**src/rtl/generational_handle_table_macros.svh**
```systemverilog
// Assertion macros for the handle table RTL.
`ifndef GENERATIONAL_HANDLE_TABLE_MACROS_SVH
`define GENERATIONAL_HANDLE_TABLE_MACROS_SVH

`ifndef NO_ASSERTIONS

// Same-cycle implication, sampled on clk_i, off while rst_ni is low.
`define GHT_ASSERT_NOW(label, ante, cons) \
  label: assert property (@(posedge clk_i) disable iff (!rst_ni) (ante) |-> (cons)) \
    else $error("handle table check failed");

// Next-cycle implication, sampled on clk_i, off while rst_ni is low.
`define GHT_ASSERT_NEXT(label, ante, cons) \
  label: assert property (@(posedge clk_i) disable iff (!rst_ni) (ante) |=> (cons)) \
    else $error("handle table check failed");

`else

`define GHT_ASSERT_NOW(label, ante, cons)
`define GHT_ASSERT_NEXT(label, ante, cons)

`endif

`endif

```
**src/rtl/ght_pkg.sv**
```systemverilog
// Types and codes of the generational handle table.
package ght_pkg;

  localparam int OP_W     = 2;
  localparam int KEY_W    = 16;
  localparam int SLOT_W   = 6;
  localparam int GEN_W    = 32;
  localparam int STATUS_W = 3;

  // Command codes
  localparam logic [OP_W-1:0] OP_ACQUIRE     = 2'd0;
  localparam logic [OP_W-1:0] OP_LOOKUP      = 2'd1;
  localparam logic [OP_W-1:0] OP_REL_SERIAL  = 2'd2;
  localparam logic [OP_W-1:0] OP_REL_KEY     = 2'd3;

  // Status codes
  localparam logic [STATUS_W-1:0] ST_OK        = 3'd0;
  localparam logic [STATUS_W-1:0] ST_MISMATCH  = 3'd1;
  localparam logic [STATUS_W-1:0] ST_FULL      = 3'd2;
  localparam logic [STATUS_W-1:0] ST_NOT_FOUND = 3'd3;
  localparam logic [STATUS_W-1:0] ST_BAD_SLOT  = 3'd4;

  typedef struct packed {
    logic [OP_W-1:0]   operation;
    logic [KEY_W-1:0]  object_key;
    logic [SLOT_W-1:0] slot_index;
    logic [GEN_W-1:0]  serial_generation;
  } ght_in_t;

  typedef struct packed {
    logic [SLOT_W-1:0]   result_slot;
    logic [GEN_W-1:0]    result_generation;
    logic [KEY_W-1:0]    result_key;
    logic                key_present;
    logic [STATUS_W-1:0] status;
  } ght_out_t;

  // Control from the sequencer to the slot store
  typedef struct packed {
    logic rd_en;
    logic wr_en;
    logic set_used;
    logic clr_used;
  } ght_mem_ctl_t;

endpackage

```
**src/rtl/ght_mem.sv**
```systemverilog
// Slot store: key/generation memory with registered read and per-slot used flags.
module ght_mem import ght_pkg::*; #(
  parameter int SLOTS = 64,
  parameter int AW    = 6,
  parameter int DW    = 48
) (
  input  logic          clk_i,
  input  logic          rst_ni,
  input  ght_mem_ctl_t  ctl_i,
  input  logic [AW-1:0] rd_addr_i,
  input  logic [AW-1:0] wr_addr_i,
  input  logic [DW-1:0] wr_data_i,
  input  logic [AW-1:0] chk_addr_i,
  output logic [DW-1:0] rd_data_o,
  output logic          used_o
);

  logic [DW-1:0]    mem_q [SLOTS];
  logic [DW-1:0]    rd_data_q;
  logic [SLOTS-1:0] used_q;

  // Write one entry, read one entry into the output register
  always_ff @(posedge clk_i) begin
    if (ctl_i.wr_en) begin
      mem_q[wr_addr_i] <= wr_data_i;
    end
    if (ctl_i.rd_en) begin
      rd_data_q <= mem_q[rd_addr_i];
    end
  end

  // Set on claim, drop on release
  always_ff @(posedge clk_i or negedge rst_ni) begin
    if (!rst_ni) begin
      used_q <= '0;
    end else if (ctl_i.set_used) begin
      used_q[wr_addr_i] <= 1'b1;
    end else if (ctl_i.clr_used) begin
      used_q[wr_addr_i] <= 1'b0;
    end
  end

  assign rd_data_o = rd_data_q;
  assign used_o    = used_q[chk_addr_i];

endmodule

```
**src/rtl/generational_handle_table.sv**
```systemverilog
// Top level of the generational handle table: command sequencer and shared comparator.
//
//   channel    handshake            payload   direction
//   command    start / busy         cmd_i     in
//   response   done_o (strobe)      rsp_o     out
//
// Acquire and release by key scan every slot through the single memory read
// port, one slot a cycle, then drain the last read and finish; the result
// strobe is registered. Lookup and release by serial read one slot, then check
// it. A bad slot index is answered in the next cycle.
// Reset clears the used flags and sets the generation counter to 1; the
// key/generation memory needs no clearing. The receiver cannot stall: each
// result is on rsp_o for the single cycle in which done_o is high.
module generational_handle_table import ght_pkg::*; #(
  parameter int SLOTS    = 64,
  parameter int KEY_BITS = 16,
  parameter int GEN_BITS = 32
) (
  input  logic     clk_i,
  input  logic     rst_ni,
  input  logic     start,
  output logic     busy,
  input  ght_in_t  cmd_i,
  output logic     done_o,
  output ght_out_t rsp_o
);

  localparam int AW = $clog2(SLOTS);
  localparam int DW = KEY_BITS + GEN_BITS;
  localparam int CW = (KEY_BITS > GEN_BITS) ? KEY_BITS : GEN_BITS;
  localparam logic [AW-1:0]   LAST_SLOT = AW'(SLOTS - 1);
  localparam logic [SLOT_W:0] SLOTS_LIM = (SLOT_W + 1)'(SLOTS);

  // Sequencer states
  localparam logic [2:0] S_IDLE  = 3'd0;
  localparam logic [2:0] S_SCAN  = 3'd1;
  localparam logic [2:0] S_DRAIN = 3'd2;
  localparam logic [2:0] S_FIN   = 3'd3;
  localparam logic [2:0] S_SRD   = 3'd4;
  localparam logic [2:0] S_SCHK  = 3'd5;

  logic [2:0]          state_q, state_d;
  ght_in_t             cmd_q, cmd_d;
  logic [AW-1:0]       cnt_q, cnt_d;
  logic                pend_q, pend_d;
  logic [AW-1:0]       pend_addr_q, pend_addr_d;
  logic                hit_q, hit_d;
  logic [AW-1:0]       hit_slot_q, hit_slot_d;
  logic [GEN_BITS-1:0] hit_gen_q, hit_gen_d;
  logic [KEY_BITS-1:0] hit_key_q, hit_key_d;
  logic                free_q, free_d;
  logic [AW-1:0]       free_slot_q, free_slot_d;
  logic [GEN_BITS-1:0] next_gen_q, next_gen_d;
  ght_out_t            rsp_q, rsp_d;
  logic                done_q, done_d;

  ght_mem_ctl_t        mem_ctl;
  logic [AW-1:0]       rd_addr, wr_addr, chk_addr;
  logic [DW-1:0]       wr_data, rd_data;
  logic                used_chk;

  logic [KEY_BITS-1:0] key_w, rd_key;
  logic [GEN_BITS-1:0] sgen_w, rd_gen, gen_eff, gen_inc;
  logic [AW-1:0]       idx_w;
  logic                serial_mode;
  logic [CW-1:0]       cmp_a, cmp_b;
  logic                cmp_eq;

  ght_mem #(
    .SLOTS (SLOTS),
    .AW    (AW),
    .DW    (DW)
  ) u_mem (
    .clk_i      (clk_i),
    .rst_ni     (rst_ni),
    .ctl_i      (mem_ctl),
    .rd_addr_i  (rd_addr),
    .wr_addr_i  (wr_addr),
    .wr_data_i  (wr_data),
    .chk_addr_i (chk_addr),
    .rd_data_o  (rd_data),
    .used_o     (used_chk)
  );

  // Fit the command fields to the stored widths
  assign key_w  = KEY_BITS'(cmd_q.object_key);
  assign sgen_w = GEN_BITS'(cmd_q.serial_generation);
  assign idx_w  = cmd_q.slot_index[AW-1:0];
  assign rd_key = rd_data[DW-1:GEN_BITS];
  assign rd_gen = rd_data[GEN_BITS-1:0];
  assign wr_data = {key_w, next_gen_q};

  assign serial_mode = (cmd_q.operation == OP_LOOKUP) ||
                       (cmd_q.operation == OP_REL_SERIAL);
  assign chk_addr    = serial_mode ? idx_w : pend_addr_q;
  assign gen_eff     = used_chk ? rd_gen : '0;

  // Shared comparator: key match while scanning, generation check on a serial
  assign cmp_a  = serial_mode ? CW'(sgen_w) : CW'(key_w);
  assign cmp_b  = serial_mode ? CW'(gen_eff) : CW'(rd_key);
  assign cmp_eq = (cmp_a == cmp_b);

  // Advance the generation, skipping zero on wrap
  assign gen_inc = next_gen_q + 1'b1;

  // Sequencer
  always_comb begin
    state_d     = state_q;
    cmd_d       = cmd_q;
    cnt_d       = cnt_q;
    pend_d      = pend_q;
    pend_addr_d = pend_addr_q;
    hit_d       = hit_q;
    hit_slot_d  = hit_slot_q;
    hit_gen_d   = hit_gen_q;
    hit_key_d   = hit_key_q;
    free_d      = free_q;
    free_slot_d = free_slot_q;
    next_gen_d  = next_gen_q;
    rsp_d       = rsp_q;
    done_d      = 1'b0;
    mem_ctl     = '0;
    rd_addr     = cnt_q;
    wr_addr     = hit_slot_q;

    // Judge the slot whose data has just come out of the memory
    if (((state_q == S_SCAN) || (state_q == S_DRAIN)) && pend_q) begin
      if (used_chk && cmp_eq && !hit_q) begin
        hit_d      = 1'b1;
        hit_slot_d = pend_addr_q;
        hit_gen_d  = rd_gen;
        hit_key_d  = rd_key;
      end
      if (!used_chk && !free_q) begin
        free_d      = 1'b1;
        free_slot_d = pend_addr_q;
      end
    end

    case (state_q)
      S_IDLE: begin
        if (start) begin
          cmd_d = cmd_i;
          if ((cmd_i.operation == OP_ACQUIRE) || (cmd_i.operation == OP_REL_KEY)) begin
            state_d = S_SCAN;
            cnt_d   = '0;
            pend_d  = 1'b0;
            hit_d   = 1'b0;
            free_d  = 1'b0;
          end else if ({1'b0, cmd_i.slot_index} >= SLOTS_LIM) begin
            rsp_d.result_slot       = cmd_i.slot_index;
            rsp_d.result_generation = '0;
            rsp_d.result_key        = '0;
            rsp_d.key_present       = 1'b0;
            rsp_d.status            = ST_BAD_SLOT;
            done_d                  = 1'b1;
          end else begin
            state_d = S_SRD;
          end
        end
      end

      S_SCAN: begin
        mem_ctl.rd_en = 1'b1;
        rd_addr       = cnt_q;
        pend_d        = 1'b1;
        pend_addr_d   = cnt_q;
        cnt_d         = cnt_q + 1'b1;
        if (cnt_q == LAST_SLOT) begin
          state_d = S_DRAIN;
        end
      end

      S_DRAIN: begin
        pend_d  = 1'b0;
        state_d = S_FIN;
      end

      S_FIN: begin
        state_d = S_IDLE;
        done_d  = 1'b1;
        if (hit_q) begin
          rsp_d.result_slot       = SLOT_W'(hit_slot_q);
          rsp_d.result_generation = GEN_W'(hit_gen_q);
          rsp_d.result_key        = KEY_W'(hit_key_q);
          rsp_d.key_present       = 1'b1;
          rsp_d.status            = ST_OK;
          if (cmd_q.operation == OP_REL_KEY) begin
            mem_ctl.clr_used = 1'b1;
            wr_addr          = hit_slot_q;
          end
        end else if (cmd_q.operation == OP_ACQUIRE) begin
          // Claim the lowest free slot, or reuse slot zero when full
          wr_addr          = free_q ? free_slot_q : '0;
          mem_ctl.wr_en    = 1'b1;
          mem_ctl.set_used = 1'b1;
          next_gen_d       = (gen_inc == '0) ? GEN_BITS'(1) : gen_inc;
          rsp_d.result_slot       = free_q ? SLOT_W'(free_slot_q) : '0;
          rsp_d.result_generation = GEN_W'(next_gen_q);
          rsp_d.result_key        = KEY_W'(key_w);
          rsp_d.key_present       = 1'b1;
          rsp_d.status            = free_q ? ST_OK : ST_FULL;
        end else begin
          rsp_d.result_slot       = '0;
          rsp_d.result_generation = '0;
          rsp_d.result_key        = '0;
          rsp_d.key_present       = 1'b0;
          rsp_d.status            = ST_NOT_FOUND;
        end
      end

      S_SRD: begin
        mem_ctl.rd_en = 1'b1;
        rd_addr       = idx_w;
        state_d       = S_SCHK;
      end

      S_SCHK: begin
        state_d                 = S_IDLE;
        done_d                  = 1'b1;
        rsp_d.result_slot       = cmd_q.slot_index;
        rsp_d.result_generation = GEN_W'(gen_eff);
        rsp_d.result_key        = used_chk ? KEY_W'(rd_key) : '0;
        rsp_d.key_present       = used_chk;
        rsp_d.status            = cmp_eq ? ST_OK : ST_MISMATCH;
        if (cmd_q.operation == OP_REL_SERIAL) begin
          mem_ctl.clr_used = 1'b1;
          wr_addr          = idx_w;
        end
      end

      default: begin
        state_d = S_IDLE;
      end
    endcase
  end

  // Control registers
  always_ff @(posedge clk_i or negedge rst_ni) begin
    if (!rst_ni) begin
      state_q    <= S_IDLE;
      cnt_q      <= '0;
      pend_q     <= 1'b0;
      hit_q      <= 1'b0;
      free_q     <= 1'b0;
      next_gen_q <= GEN_BITS'(1);
      done_q     <= 1'b0;
    end else begin
      state_q    <= state_d;
      cnt_q      <= cnt_d;
      pend_q     <= pend_d;
      hit_q      <= hit_d;
      free_q     <= free_d;
      next_gen_q <= next_gen_d;
      done_q     <= done_d;
    end
  end

  // Payload registers
  always_ff @(posedge clk_i) begin
    cmd_q       <= cmd_d;
    pend_addr_q <= pend_addr_d;
    hit_slot_q  <= hit_slot_d;
    hit_gen_q   <= hit_gen_d;
    hit_key_q   <= hit_key_d;
    free_slot_q <= free_slot_d;
    rsp_q       <= rsp_d;
  end

  assign busy   = (state_q != S_IDLE);
  assign done_o = done_q;
  assign rsp_o  = rsp_q;

`include "generational_handle_table_macros.svh"

  // A result beat only ever leaves with the sequencer back at rest
  `GHT_ASSERT_NOW(a_done_idle, done_o, !busy)
  // The generation counter never holds zero
  `GHT_ASSERT_NOW(a_gen_nonzero, 1'b1, next_gen_q != '0)
  // An accepted command either starts work or answers at once
  `GHT_ASSERT_NEXT(a_accept_moves, start && !busy, busy || done_o)
  // A drain always moves on to the finish state with no read pending
  `GHT_ASSERT_NEXT(a_drain_order, state_q == S_DRAIN, state_q == S_FIN && !pend_q)

endmodule

```
**config.mk**
```make
export PLATFORM = sky130hd
export DESIGN_NAME = generational_handle_table
export DESIGN_NICKNAME = d
export VERILOG_FILES = /design/src/rtl/ght_pkg.sv /design/src/rtl/ght_mem.sv /design/src/rtl/generational_handle_table.sv
export VERILOG_INCLUDE_DIRS = /design/src /design/src/rtl
export SDC_FILE = /design/constraint.sdc
export NUM_CORES = 2
export LEC_CHECK = 0
export ABC_AREA = 1
export ABC_CLOCK_PERIOD_IN_PS = 13190
export BUFFER_PORTS_ARGS = -buffer_cell sky130_fd_sc_hd__buf_2
export CORE_MARGIN = 5
export CORE_UTILIZATION = 42
export CTS_BUF_LIST = sky130_fd_sc_hd__clkbuf_4 sky130_fd_sc_hd__clkbuf_8 sky130_fd_sc_hd__clkbuf_16
export CTS_CLUSTER_DIAMETER = 120
export DETAILED_ROUTE_END_ITERATION = 12
export SYNTH_ARGS = -nofsm -noshare
export SYNTH_HDL_FRONTEND = slang
export SYNTH_HIERARCHICAL = 1
export SYNTH_SLANG_ARGS = --single-unit
```
**constraint.sdc**
```tcl
create_clock -name clk_i -period 13.19 [get_ports clk_i]
set_input_delay 1.319 -clock clk_i [delete_from_list [all_inputs] [get_ports clk_i]]
set_output_delay 1.319 -clock clk_i [all_outputs]
set_load 0.01 [all_outputs]
```
==> flow_summary.toml <==
[outcome]
status = "completed"

[die]
core_sq_um = 330000
die_y_um = 585
dieWidth_um = 585
boundaryPins = 119
fp-row-count = 211
die_area_sq_um = 342000
start_util_pct = 42.1

[route]
wl_um = 413000
drcViolationCount = 0
vias = 93237
wl_per_cell_um = 25.4
drtIter0Drc = 11752
drt_pass1_iterations = 7
ant_nets = 0
routed_via_density = 5.72

[power_and_ir_drop]
seqPwrFrac_pct = 37.7
power_density_nw_per_um2 = 219
p_int_uw = 20800
sw_frac_of_total_pct = 38.6
finalPower_uw = 33900
p_comb_share_pct = 32.7
netSwitchingPower_uw = 13100
pwr-share-clk_pct = 29.7
p_leak_uw = 0.0565
peakVddDrop_v = 0.000210

[worst_setup_path]
r2r_end = "u_mem/mem_q[7][9]"
r2r_cells = 15
timing.rr.start = "hit_q"
critPathRequiredTime_ns = 13.74
worstPathArrival_ns = 7.66
cp-start-kind = "register"
cp-end-kind = "register"
path_class = "register to register"
rrSetupSlack_ns = 6.08
crit_fanout = 56

[cts]
hold_buffers = 0
cts_buffers = 358
cts_resized = 0
cts_sinks = 3408
post_cts.repair.setup_buffers = 0
cts_root_buf = "clkbuf_16"
clk_pin_slew_worst_paths_ns = 0.06
htree_num_levels = 5
cts_tree = "built"
clock_path_buffers = 4
worst_skew_pair.late_latency_ns = 0.96

[layout]
drive_gt1_share_pct = 8.81
utilization_pct = 47.0
final_cell_mix = "nand2_1, edfxtp_1, nand3_1, clkbuf_16, o21ai_0"
multiInputGateArea_sq_um = 32800
synthToLayoutAreaGrowth_pct = 11.8
fin_nets = 11691
regArea_sq_um = 102000
fillers = 28962
final_common_cell = "nand2_1"

[synthesis]
synth_ff_type = "edfxtp_1"
synth_warnings = 6
yosys.area.top_type_share_pct = 71.4
seq_area_frac_synth_pct = 73.4
synth_area_leader_cell = "edfxtp_1"
synth_seq_cells = 3408
synth_edf_count = 3299
ys_types = 48
syn_inst = 11688
syn-mean-instance-area_sq_um = 11.9
async_reset_ff_share_pct = 3.20
synth_fp_nets = 11752
synth_area_leaders = "edfxtp_1, nand3_1, nand2_1"
synth.cell_area_sq_um = 139000

[sta]
clock.fmax_mhz = 141
period_minus_slack_ns = 7.11
rsz0062_at_grt = "no"
final_max_slew_viol_count = 0
worstMarginPinSlew_ns = 1.31
fin_crit_sh_pct = 53.9
slew_headroom_pct = 12.0
setup_viol = 0
hold_viol_final = 0
finClkSkew_ns = 0.0908
fin_ws_ns = 6.08
finalSetupTns_ns = 0

[grt]
first_global_vias = 87871
antenna_found_initial = 25
grtUsageTotal_pct = 23.5
grt_pass1_wl_um = 603000
grt_max_degree = 205
overflow = 0

[placement]
hpwlAfterDp_um = 222000
preCtsSetupSlack_ns = 6.36
place_congestion = 0.888
portBuffers = 117

[min_path]
hold_class = "register to register"
hold_depth = 0
whs_endpoint = "hit_slot_q[5]"
min-delay-start = "pend_addr_q[5]"

[job]
drv_cap = 0
flip-flops by register name, summed over array words and instances, names as in the netlist, named ones only:
| signal | flops |
|---|---|
| u_mem/mem_q | 3072 |
| rsp_o | 57 |
| u_mem/rd_data_o | 48 |
| hit_gen_q | 32 |
| next_gen_q | 32 |
| sgen_w | 32 |
| hit_key_q | 16 |
| key_w | 16 |
| cnt_q | 6 |
| free_slot_q | 6 |
| hit_slot_q | 6 |
| idx_w | 6 |
| pend_addr_q | 6 |
| state_q | 3 |
| cmd_q | 2 |
| done_o | 1 |
| free_q | 1 |
| hit_q | 1 |
| pend_q | 1 |
metrics by stage:
stage / area (sq um) / hold WS, ns / std cells
floorplan: 139000 / 0.426 / 11688
global placement: 143000 / 0.469 / 15633
detailed placement: 143000 / 0.470 / 15633
CTS: 155000 / 0.469 / 16279
global route: 155000 / 0.486 / 16280
finish: 155000 / 0.478 / 16292
metal layers:
layer	vias to the layer above	GRT usage, %	wire (um)
li1	41196	-	-
met1	46598	34.3	173000
met2	4781	36.6	189000
met3	652	4.46	41100
met4	10	5.92	10100
met5	-	0	60
power groups by stage:
stage               logic, uW  clock network (uW)  registers (uW)
finish                  11100               10000           12800
global route            11900               10700           12800
CTS                     10900               10200           12700
detailed placement      10900                   0           13000
global placement        10800                   0           13000
floorplan                7030                   0           12900
how the worst max path moves through the flow:
stage	slack (ns)	start	endpoint
floorplan	7.02	cmd_q[55]	hit_gen_q[0]
global placement	6.37	hit_q	u_mem/mem_q[7][22]
detailed placement	6.36	hit_q	u_mem/mem_q[7][22]
CTS	6.38	hit_q	u_mem/mem_q[7][16]
global route	5.67	hit_q	u_mem/mem_q[7][10]
finish	6.08	hit_q	u_mem/mem_q[7][9]
Yosys cell counts (4+ instances only):
cell and number:
o21ai_1 7, nand2_2 5, xor2_1 32, buf_6 47, nor2_4 4, inv_2 7, buf_4 85, a22oi_1 8
o221ai_1 5, clkinv_1 5, nand4_1 11, nand3_1 2958, dfrtp_1 108, a31oi_1 5, nor2_1 198, xnor2_1 5
nor2_2 12, clkbuf_1 181, buf_1 74, edfxtp_1 3299, ha_1 5, buf_2 348, a21oi_1 12, inv_1 169
nor3_1 27, o21ai_0 251, o22ai_1 10, nand2_1 3779
cell type report:
cell class	instances	area share (%)
Clock inverter	202	1.30
Sequential cell	3408	65.7
Clock buffer	444	6.28
Inverter	182	0.472
Tap cell	4366	3.52
Antenna cell	13	0.0210
Timing Repair Buffer	317	1.49
Multi-Input combinational cell	7360	21.2
worst max-delay path, stage by stage, from the launching register on:
cell and delay (ns):
dfrtp_2 0.34, buf_4 0.48, nor2_2 0.22, inv_1 0.09
buf_4 0.33, nor2_4 0.25, inv_1 0.79, nand2_1 0.25
o221ai_1 0.56, inv_1 0.16, nor3_1 1.07, inv_1 0.53
nor2_1 0.21, inv_1 0.12, nor2_4 0.52, buf_4 0.68
cell families (layout without fill, tap and decap cells):
| kind of cell | Yosys count | count (layout) | synth area share (%) |
|---|---|---|---|
| and+or+nand+nor | 7009 | 7009 | 21.8 |
| xor gates and xnor gates | 37 | 37 | 0.234 |
| AOI/OAI and AO/OA | 307 | 307 | 1.17 |
| other | 1 | 14 | 0.00270 |
| DFF | 3408 | 3408 | 73.4 |
| buffers and inverters | 920 | 1145 | 3.32 |
| adders and majority gates | 5 | 5 | 0.0451 |
| muxes | 1 | 1 | 0.00812 |
Note: power is estimated with default switching activity, not from simulation.
